`src/mtrc_pkg.sv`:
```
// ----------------------------------------------------------------------------
// mtrc_pkg - shared types and constants of the memory read-back checker
// Request, command and result types, register indexes, reset values and the
// xorshift32 step used by the expected-word generator.
// ----------------------------------------------------------------------------
`default_nettype none

package mtrc_pkg;

  // Default depth of the fail log
  localparam int unsigned MAX_LOGGED_FAILS = 16;

  // Largest pass length in words
  localparam logic [22:0] WORD_COUNT_MAX = 23'd4194304;

  // Queue depths between the parts
  localparam int unsigned REQ_DEPTH = 2;
  localparam int unsigned RES_DEPTH = 4;

  // Register reset values
  localparam logic        TEST_MODE_RST    = 1'b0;
  localparam logic [31:0] FILL_PATTERN_RST = 32'h0000_0000;
  localparam logic [31:0] PRNG_SEED_RST    = 32'h0000_0001;
  localparam logic [31:0] BASE_ADDRESS_RST = 32'h0000_0000;
  localparam logic [22:0] WORD_COUNT_RST   = 23'd2097152;

  // Request type codes on the input port
  localparam logic [1:0] REQ_CHECK    = 2'd0;
  localparam logic [1:0] REQ_LOG_READ = 2'd1;
  localparam logic [1:0] REQ_CLEAR    = 2'd2;

  // Configuration register indexes
  typedef enum logic [2:0] {
    CFG_TEST_MODE    = 3'd0,
    CFG_FILL_PATTERN = 3'd1,
    CFG_PRNG_SEED    = 3'd2,
    CFG_BASE_ADDRESS = 3'd3,
    CFG_WORD_COUNT   = 3'd4
  } cfg_idx_e;

  // Decoded operation handed from front to back
  typedef enum logic [1:0] {
    OP_CHECK    = 2'd0,
    OP_LOG_READ = 2'd1,
    OP_CLEAR    = 2'd2,
    OP_NONE     = 2'd3
  } op_e;

  typedef struct packed {
    logic [1:0]  req_type;
    logic [31:0] read_word;
    logic [3:0]  log_index;
  } req_t;

  typedef struct packed {
    op_e         op;
    logic [31:0] read_word;
    logic [3:0]  log_index;
  } cmd_t;

  typedef struct packed {
    logic [31:0] address;
    logic [31:0] expected;
    logic [31:0] got;
  } log_t;

  typedef struct packed {
    logic        mismatch;
    logic [31:0] word_address;
    logic [31:0] expected_word;
    logic [31:0] got_word;
    logic [31:0] error_count;
    logic [4:0]  fail_count;
    logic [31:0] bad_bits;
    logic [31:0] bad_bits_odd;
    logic [31:0] bad_bits_even;
  } res_t;

  // One xorshift32 step, shifts 13, 17, 5
  function automatic logic [31:0] next_xs(input logic [31:0] v);
    logic [31:0] a;
    logic [31:0] b;
    a = v ^ (v << 13);
    b = a ^ (a >> 17);
    return b ^ (b << 5);
  endfunction

endpackage

`default_nettype wire

```
`src/mtrc_back.sv`:
```
// ----------------------------------------------------------------------------
// mtrc_back - check engine and result queue
// Holds configuration and test state, generates the expected word, compares,
// accumulates counts and masks, keeps the fail log memory and queues results.
// ----------------------------------------------------------------------------
`default_nettype none

module mtrc_back #(
  parameter int unsigned MaxLoggedFails = mtrc_pkg::MAX_LOGGED_FAILS
) (
  input  wire logic            clk_i,
  input  wire logic            rst_ni,
  input  wire logic            cfg_valid_i,
  input  wire logic [2:0]      cfg_index_i,
  input  wire logic [31:0]     cfg_data_i,
  input  wire logic            cmd_valid_i,
  input  wire mtrc_pkg::cmd_t  cmd_i,
  output logic                 cmd_take_o,
  input  wire logic            pop_i,
  output logic                 empty_o,
  output mtrc_pkg::res_t       res_o
);

  localparam int unsigned LogIw  = (MaxLoggedFails > 1) ? $clog2(MaxLoggedFails) : 1;
  localparam int unsigned FcW    = $clog2(MaxLoggedFails + 1);
  localparam int unsigned RPtrW  = $clog2(mtrc_pkg::RES_DEPTH);
  localparam int unsigned RCntW  = $clog2(mtrc_pkg::RES_DEPTH + 1);

  // Configuration registers
  logic        test_mode_q;
  logic [31:0] fill_q, seed_q, base_q;
  logic [22:0] wcount_q;

  // Test state
  logic [21:0]    widx_q, widx_d;
  logic [31:0]    gen_q, gen_d;
  logic [31:0]    err_q, err_d;
  logic [FcW-1:0] fails_q, fails_d;
  logic [31:0]    mask_all_q, mask_all_d;
  logic [31:0]    mask_odd_q, mask_odd_d;
  logic [31:0]    mask_even_q, mask_even_d;

  // Fail log memory
  mtrc_pkg::log_t log_mem [MaxLoggedFails];
  mtrc_pkg::log_t log_rd_q;
  mtrc_pkg::log_t log_wdata;
  logic           log_we, log_re;
  logic [LogIw-1:0] log_waddr, log_raddr;

  // Execute stage register
  logic           s1_v_q;
  logic           s1_hit_q, s1_hit_d;
  mtrc_pkg::res_t s1_res_q, s1_res_d;

  // Result queue
  mtrc_pkg::res_t   rq_q [mtrc_pkg::RES_DEPTH];
  logic [RPtrW-1:0] rq_wr_q, rq_rd_q;
  logic [RCntW-1:0] rq_cnt_q;
  mtrc_pkg::res_t   rq_in;
  logic             rq_pop;

  logic        take;
  logic        cfg_restart;
  logic [31:0] seed_eff, seed_load;
  logic [22:0] pass_len, widx_inc;
  logic [31:0] chk_addr, chk_exp, chk_diff, gen_nx;
  logic        chk_mis, log_hit;

  // Credit covers the entry in the execute stage
  assign take = cmd_valid_i &
                (({1'b0, rq_cnt_q} + (RCntW + 1)'(s1_v_q)) < (RCntW + 1)'(mtrc_pkg::RES_DEPTH));
  assign cmd_take_o = take;

  // Seed used at restart, zero counts as one
  always_comb begin
    cfg_restart = 1'b0;
    seed_eff    = seed_q;
    if (cfg_valid_i) begin
      case (mtrc_pkg::cfg_idx_e'(cfg_index_i))
        mtrc_pkg::CFG_TEST_MODE,
        mtrc_pkg::CFG_FILL_PATTERN,
        mtrc_pkg::CFG_BASE_ADDRESS,
        mtrc_pkg::CFG_WORD_COUNT:   cfg_restart = 1'b1;
        mtrc_pkg::CFG_PRNG_SEED: begin
          cfg_restart = 1'b1;
          seed_eff    = cfg_data_i;
        end
        default:                    cfg_restart = 1'b0;
      endcase
    end
    seed_load = (seed_eff == '0) ? 32'd1 : seed_eff;
  end

  // Pass length with zero and oversize clamped
  always_comb begin
    if (wcount_q == '0) begin
      pass_len = 23'd1;
    end else if (wcount_q > mtrc_pkg::WORD_COUNT_MAX) begin
      pass_len = mtrc_pkg::WORD_COUNT_MAX;
    end else begin
      pass_len = wcount_q;
    end
  end

  // Check datapath
  assign gen_nx   = mtrc_pkg::next_xs(gen_q);
  assign chk_addr = base_q + 32'({widx_q, 2'b00});
  assign chk_exp  = test_mode_q ? gen_nx : fill_q;
  assign chk_diff = chk_exp ^ cmd_i.read_word;
  assign chk_mis  = (chk_diff != '0);
  assign widx_inc = {1'b0, widx_q} + 23'd1;
  assign log_hit  = (8'(cmd_i.log_index) < 8'(fails_q)) &&
                    (8'(cmd_i.log_index) < 8'(MaxLoggedFails));

  // Command execution
  always_comb begin
    widx_d      = widx_q;
    gen_d       = gen_q;
    err_d       = err_q;
    fails_d     = fails_q;
    mask_all_d  = mask_all_q;
    mask_odd_d  = mask_odd_q;
    mask_even_d = mask_even_q;
    log_we      = 1'b0;
    log_waddr   = LogIw'(fails_q);
    log_wdata   = '{address: chk_addr, expected: chk_exp, got: cmd_i.read_word};
    log_re      = 1'b0;
    log_raddr   = LogIw'(cmd_i.log_index);
    s1_hit_d    = 1'b0;
    s1_res_d    = '0;

    if (take) begin
      case (cmd_i.op)
        mtrc_pkg::OP_CHECK: begin
          s1_res_d.mismatch      = chk_mis;
          s1_res_d.word_address  = chk_addr;
          s1_res_d.expected_word = chk_exp;
          s1_res_d.got_word      = cmd_i.read_word;
          if (test_mode_q) begin
            gen_d = gen_nx;
          end
          if (chk_mis) begin
            if (err_q != '1) begin
              err_d = err_q + 32'd1;
            end
            mask_all_d = mask_all_q | chk_diff;
            if (chk_addr[2]) begin
              mask_odd_d = mask_odd_q | chk_diff;
            end else begin
              mask_even_d = mask_even_q | chk_diff;
            end
            if (fails_q < FcW'(MaxLoggedFails)) begin
              log_we  = 1'b1;
              fails_d = fails_q + FcW'(1);
            end
          end
          if (widx_inc >= pass_len) begin
            widx_d = '0;
            gen_d  = seed_load;
          end else begin
            widx_d = widx_inc[21:0];
          end
        end
        mtrc_pkg::OP_LOG_READ: begin
          s1_hit_d = log_hit;
          log_re   = log_hit;
        end
        mtrc_pkg::OP_CLEAR: begin
          err_d       = '0;
          fails_d     = '0;
          mask_all_d  = '0;
          mask_odd_d  = '0;
          mask_even_d = '0;
          widx_d      = '0;
          gen_d       = seed_load;
        end
        default: begin
        end
      endcase
      s1_res_d.error_count   = err_d;
      s1_res_d.fail_count    = 5'(fails_d);
      s1_res_d.bad_bits      = mask_all_d;
      s1_res_d.bad_bits_odd  = mask_odd_d;
      s1_res_d.bad_bits_even = mask_even_d;
    end

    // Register write restarts the pass
    if (cfg_restart) begin
      widx_d = '0;
      gen_d  = seed_load;
    end
  end

  // Configuration registers
  always_ff @(posedge clk_i or negedge rst_ni) begin
    if (!rst_ni) begin
      test_mode_q <= mtrc_pkg::TEST_MODE_RST;
      fill_q      <= mtrc_pkg::FILL_PATTERN_RST;
      seed_q      <= mtrc_pkg::PRNG_SEED_RST;
      base_q      <= mtrc_pkg::BASE_ADDRESS_RST;
      wcount_q    <= mtrc_pkg::WORD_COUNT_RST;
    end else if (cfg_valid_i) begin
      case (mtrc_pkg::cfg_idx_e'(cfg_index_i))
        mtrc_pkg::CFG_TEST_MODE:    test_mode_q <= cfg_data_i[0];
        mtrc_pkg::CFG_FILL_PATTERN: fill_q      <= cfg_data_i;
        mtrc_pkg::CFG_PRNG_SEED:    seed_q      <= cfg_data_i;
        mtrc_pkg::CFG_BASE_ADDRESS: base_q      <= cfg_data_i;
        mtrc_pkg::CFG_WORD_COUNT:   wcount_q    <= cfg_data_i[22:0];
        default: begin
        end
      endcase
    end
  end

  // Test state and execute stage control
  always_ff @(posedge clk_i or negedge rst_ni) begin
    if (!rst_ni) begin
      widx_q      <= '0;
      gen_q       <= 32'd1;
      err_q       <= '0;
      fails_q     <= '0;
      mask_all_q  <= '0;
      mask_odd_q  <= '0;
      mask_even_q <= '0;
      s1_v_q      <= 1'b0;
      s1_hit_q    <= 1'b0;
    end else begin
      widx_q      <= widx_d;
      gen_q       <= gen_d;
      err_q       <= err_d;
      fails_q     <= fails_d;
      mask_all_q  <= mask_all_d;
      mask_odd_q  <= mask_odd_d;
      mask_even_q <= mask_even_d;
      s1_v_q      <= take;
      s1_hit_q    <= s1_hit_d;
    end
  end

  // Execute stage payload
  always_ff @(posedge clk_i) begin
    if (take) begin
      s1_res_q <= s1_res_d;
    end
  end

  // Fail log memory, registered read
  always_ff @(posedge clk_i) begin
    if (log_we) begin
      log_mem[log_waddr] <= log_wdata;
    end
    if (log_re) begin
      log_rd_q <= log_mem[log_raddr];
    end
  end

  // Merge log data into the result
  always_comb begin
    rq_in = s1_res_q;
    if (s1_hit_q) begin
      rq_in.word_address  = log_rd_q.address;
      rq_in.expected_word = log_rd_q.expected;
      rq_in.got_word      = log_rd_q.got;
    end
  end

  // Result queue
  assign empty_o = (rq_cnt_q == '0);
  assign rq_pop  = pop_i & ~empty_o;
  assign res_o   = rq_q[rq_rd_q];

  always_ff @(posedge clk_i or negedge rst_ni) begin
    if (!rst_ni) begin
      rq_wr_q  <= '0;
      rq_rd_q  <= '0;
      rq_cnt_q <= '0;
    end else begin
      if (s1_v_q) begin
        rq_wr_q <= rq_wr_q + RPtrW'(1);
      end
      if (rq_pop) begin
        rq_rd_q <= rq_rd_q + RPtrW'(1);
      end
      case ({s1_v_q, rq_pop})
        2'b10:   rq_cnt_q <= rq_cnt_q + RCntW'(1);
        2'b01:   rq_cnt_q <= rq_cnt_q - RCntW'(1);
        default: rq_cnt_q <= rq_cnt_q;
      endcase
    end
  end

  always_ff @(posedge clk_i) begin
    if (s1_v_q) begin
      rq_q[rq_wr_q] <= rq_in;
    end
  end

endmodule

`default_nettype wire

```
`config.mk`:
```
export PLATFORM = sky130hd
export DESIGN_NAME = mtrc_back
export DESIGN_NICKNAME = d
export VERILOG_FILES = /design/src/mtrc_pkg.sv /design/src/mtrc_back.sv
export SDC_FILE = /design/constraint.sdc
export NUM_CORES = 2
export LEC_CHECK = 0
export ABC_CLOCK_PERIOD_IN_PS = 13000
export BUFFER_PORTS_ARGS = -buffer_cell sky130_fd_sc_hd__clkbuf_2
export CAP_MARGIN = 0
export CORE_UTILIZATION = 30
export CTS_CLUSTER_SIZE = 28
export DETAILED_ROUTE_END_ITERATION = 16
export PLACE_DENSITY = 0.43
export SYNTH_ARGS = -nofsm -noshare
export SYNTH_HDL_FRONTEND = slang
export SYNTH_SLANG_ARGS = --single-unit
```
`constraint.sdc`:
```
create_clock -name clk_i -period 13 [get_ports clk_i]
set_clock_uncertainty 0.2 [all_clocks]
set_input_delay 1.3 -clock clk_i [delete_from_list [all_inputs] [get_ports clk_i]]
set_output_delay 1.3 -clock clk_i [all_outputs]
set_load 0.1 [all_outputs]
```
==> impl_results.md <==
- Width of the die: about 640 um
- CTS H-Tree Depth: 5
- Syn Inst Count: between 6k and 7k
- Startpoint class of the critical path: register
- CP dominant cell by count: buf_4
- Final Hold Vio Count: 0
- Die footprint: between 400000 and 500000 sq um
- Global Route Usage Sum: between 15 and 20%
- EDFF count, synth: around 2.8k
- Skew-Pair Late Insertion Delay: approximately 0.95 ns
- HPWL Detailed: approximately 200 mm
- Final Util: 35.1%
- Peak Freq: about 0.16 GHz
- Yosys warnings: 0
- Post-DRT Antenna Nets: 0
- Leakage power: between 0.04 and 0.05 uW
- Hold_buf cts: 0
- Port Buffers: 309
- Seq. cell area: 91500 sq um
- Reg clk slew, reported paths: approximately 0.06 ns
- Number of global-route vias before repair: around 60k
- Hold WC Path Type: in -> async
- First-pass GRT wire length: 479 mm
- Area added between synthesis and finish: 16.5%
- Final Wtd Congestion: about 0.76
- Pwr dens: ~230 nW/um^2
- Required time worst endpoint: roughly 13 ns
- Setup TNS: 0 ns
- Vias: 59.6k
- Largest net degree at the start of global routing: 164
- Floorplan row count: 233
- Core area: between 400000 and 500000 sq um
- Die Y: between 600 and 700 um
- RSZ-0062 raised after global routing: no
- Crit path DAT: 6.62 ns
- Final Cycle Share: between 40 and 50%
- R2R setup slack: 6.71 ns
- CTS root buf: clkbuf_16
- Mean area per synthesized cell: about 20 sq um
- Final setup fails: 0
- DR WL/cell: 27.8 um
- Post-synth top cells: edfxtp_1, mux4_2, dfrtp_1, nand2_1, nor2_1
- DRC: 0
- Pre-CTS WS: between 6 and 7 ns
- Global route overflow: 0
- Total Wirelength: roughly 340 mm
- Starting density of the core: between 30% and 40%
- Distinct cells, synth: 90
- Register area share after synthesis: between 70 and 80%
- CP max-delay cell: nor4_2
- Post-synth ARST share: 10.2%
- Kind of critical path: reg -> reg
- TritonCTS clock tree: done
- Critical Path, Cell by Cell: buf_4 > clkinv_1 > nor3_1 > o31ai_1 > a211oi_1 > nand4_1 > nor4_2 > nand2_2 > nand2_1 > nor2_1 > and4_4 > buf_4
- Number of iterations in the first detailed-routing pass: 6
- Clock buffer depth: 4
- Maximum VDD drop: about 0.17 mV
- Synth top area share: between 60 and 70%
- Slew margin rel.: 13.8%
- Clock period minus worst slack: ~6.3 ns
- Syn Nets: 6185
- Initial antenna violation count: between 40 and 50
- #FFs+latches synth: approximately 3.1k
- Initial DRC Count: 5174
- Number of max-cap violations: 0
- Crit path capture type: register
- CP max FO: 55
- Top FF cell, synth: edfxtp_1
- Fin Hold WS: 0.200 ns
- Post-CTS sizing: 0
- I/O pin count: 310
- Tightest Pin Transition: around 1.3 ns
- Num CTS Buffers: roughly 350
- Count leader, synth: edfxtp_1
- Layout cell share with drive strength beyond 1: 28.0%
- Highest cell delay on the worst timing path: a little over 0.9 ns
- CTS sink count: around 3.1k
- Cell taking the most area after synthesis: edfxtp_1
- Multi-input gate area: 28400 sq um
- Vias/cell: between 4 and 5
- Setup ws final: 6.71 ns
- Mapped Area: between 100000 and 150000 sq um
- Fin nets: around 6.6k
- Slew Limit Fails: 0
- Fill count: ~38k
- Run status: complete, no violations
- Synth top area cells: edfxtp_1, mux4_2, dfrtp_1, mux2_2, nand2_1
- Post-CTS setup buffers: 0
where the power goes:
part           total (uW)  internal [uW]  switching [uW]
sequential          13300          12800             512
clock                9860           5790            4070
combinational        9500           2190            7310
total               32600          20700           11900
cells by family (layout without fill, tap and decap cells):
kind of cell | count (synthesis) | after routing | share of synthesized area [%]
adder cells (fa/ha/maj) | 62 | 62 | 0.650
multiplexers | 939 | 939 | 15.3
buffers and inverters | 445 | 1199 | 1.43
AO/OA/AOI/OAI | 523 | 523 | 2.80
AND/OR/NAND/NOR | 837 | 837 | 3.20
other | 0 | 7 | 0
flip-flops | 3098 | 3098 | 75.4
XOR/XNOR | 142 | 142 | 1.28
per-layer routing:
metal	vias to the layer above	share of wire, %	wire length [um]	global-route usage (%)
met5	-	0.013	43	0
met4	8	1.9	6370	3.34
met3	397	5.3	17900	2.90
met2	1469	48	163000	26.9
met1	32300	45	152000	23.1
li1	25400	-	-	-
metrics by stage:
step           cell area [sq um]  cells  total power, uW
6_report                  141000  12200            32600
3_5_place_dp              130000  11600            23200
4_1_cts                   141000  12200            33200
3_3_place_gp              130000  11600            23100
5_1_grt                   141000  12200            34000
2_1_floorplan             121000   6046            20400
flip-flops by register name (all words and copies together), names as in the netlist:
| name | count |
|---|---|
| mask_odd_q | 32 |
| log_rd_q | 96 |
| base_q | 32 |
| s1_res_q | 96 |
| fill_q | 32 |
| gen_q | 32 |
| test_mode_q | 1 |
| wcount_q | 23 |
| s1_hit_q | 1 |
| seed_q | 32 |
| mask_all_q | 32 |
| rq_rd_q | 2 |
| log_mem | 1536 |
| rq_wr_q | 2 |
| rq_in | 134 |
| rq_q | 920 |
| fails_q | 5 |
| s1_v_q | 1 |
| mask_even_q | 32 |
| err_q | 32 |
| rq_cnt_q | 3 |
| widx_q | 22 |
placed cells by master (no fill, tap or decap), types with 28 or more instances in the layout:
cell	instances
o21ai_0	100
clkbuf_16	358
clkbuf_8	29
mux4_2	710
clkbuf_2	304
bufinv_16	28
ha_1	58
edfxtp_1	2782
clkinv_1	73
xnor2_1	74
inv_1	117
o31ai_1	97
dfrtp_1	309
nor2_1	259
a31oi_1	28
buf_4	93
clkbuf_1	78
mux2_2	184
and2_1	75
clkinv_2	44
a21oi_1	141
nand3_1	37
nand2_1	275
xor2_1	39
mux2i_1	44
final cells by class:
type,count,area share [%]
Multi-Input combinational cell,2503,20.1
Tap cell,5405,4.78
Inverter,122,0.329
Antenna cell,7,0.0124
Clock inverter,185,1.30
Clock buffer,464,6.82
Timing Repair Buffer,428,1.99
Sequential cell,3098,64.7
critical path: cells and delay by family (launching register included):
| kind | cells | cell delay (ns) |
|---|---|---|
| and+or+nand+nor | 7 | 3.17 |
| buffers and inverters | 3 | 1.64 |
| AOI/OAI and AO/OA | 2 | 0.47 |
| DFF | 1 | 0.34 |
final timing paths:
kind / endpoint / start / cells past startpoint
worst max-delay path: log_mem[3][23] / test_mode_q / 12
worst min-delay path: err_q[3] / rst_ni / 1
worst max register to register: log_mem[3][23] / test_mode_q / 12
worst min register to register: mask_all_q[13] / mask_all_q[13] / 2
max in group asynchronous: mask_even_q[16] / rst_ni / 3
min in group clk_i: mask_all_q[13] / mask_all_q[13] / 2
(Power assumes the default switching activity.)
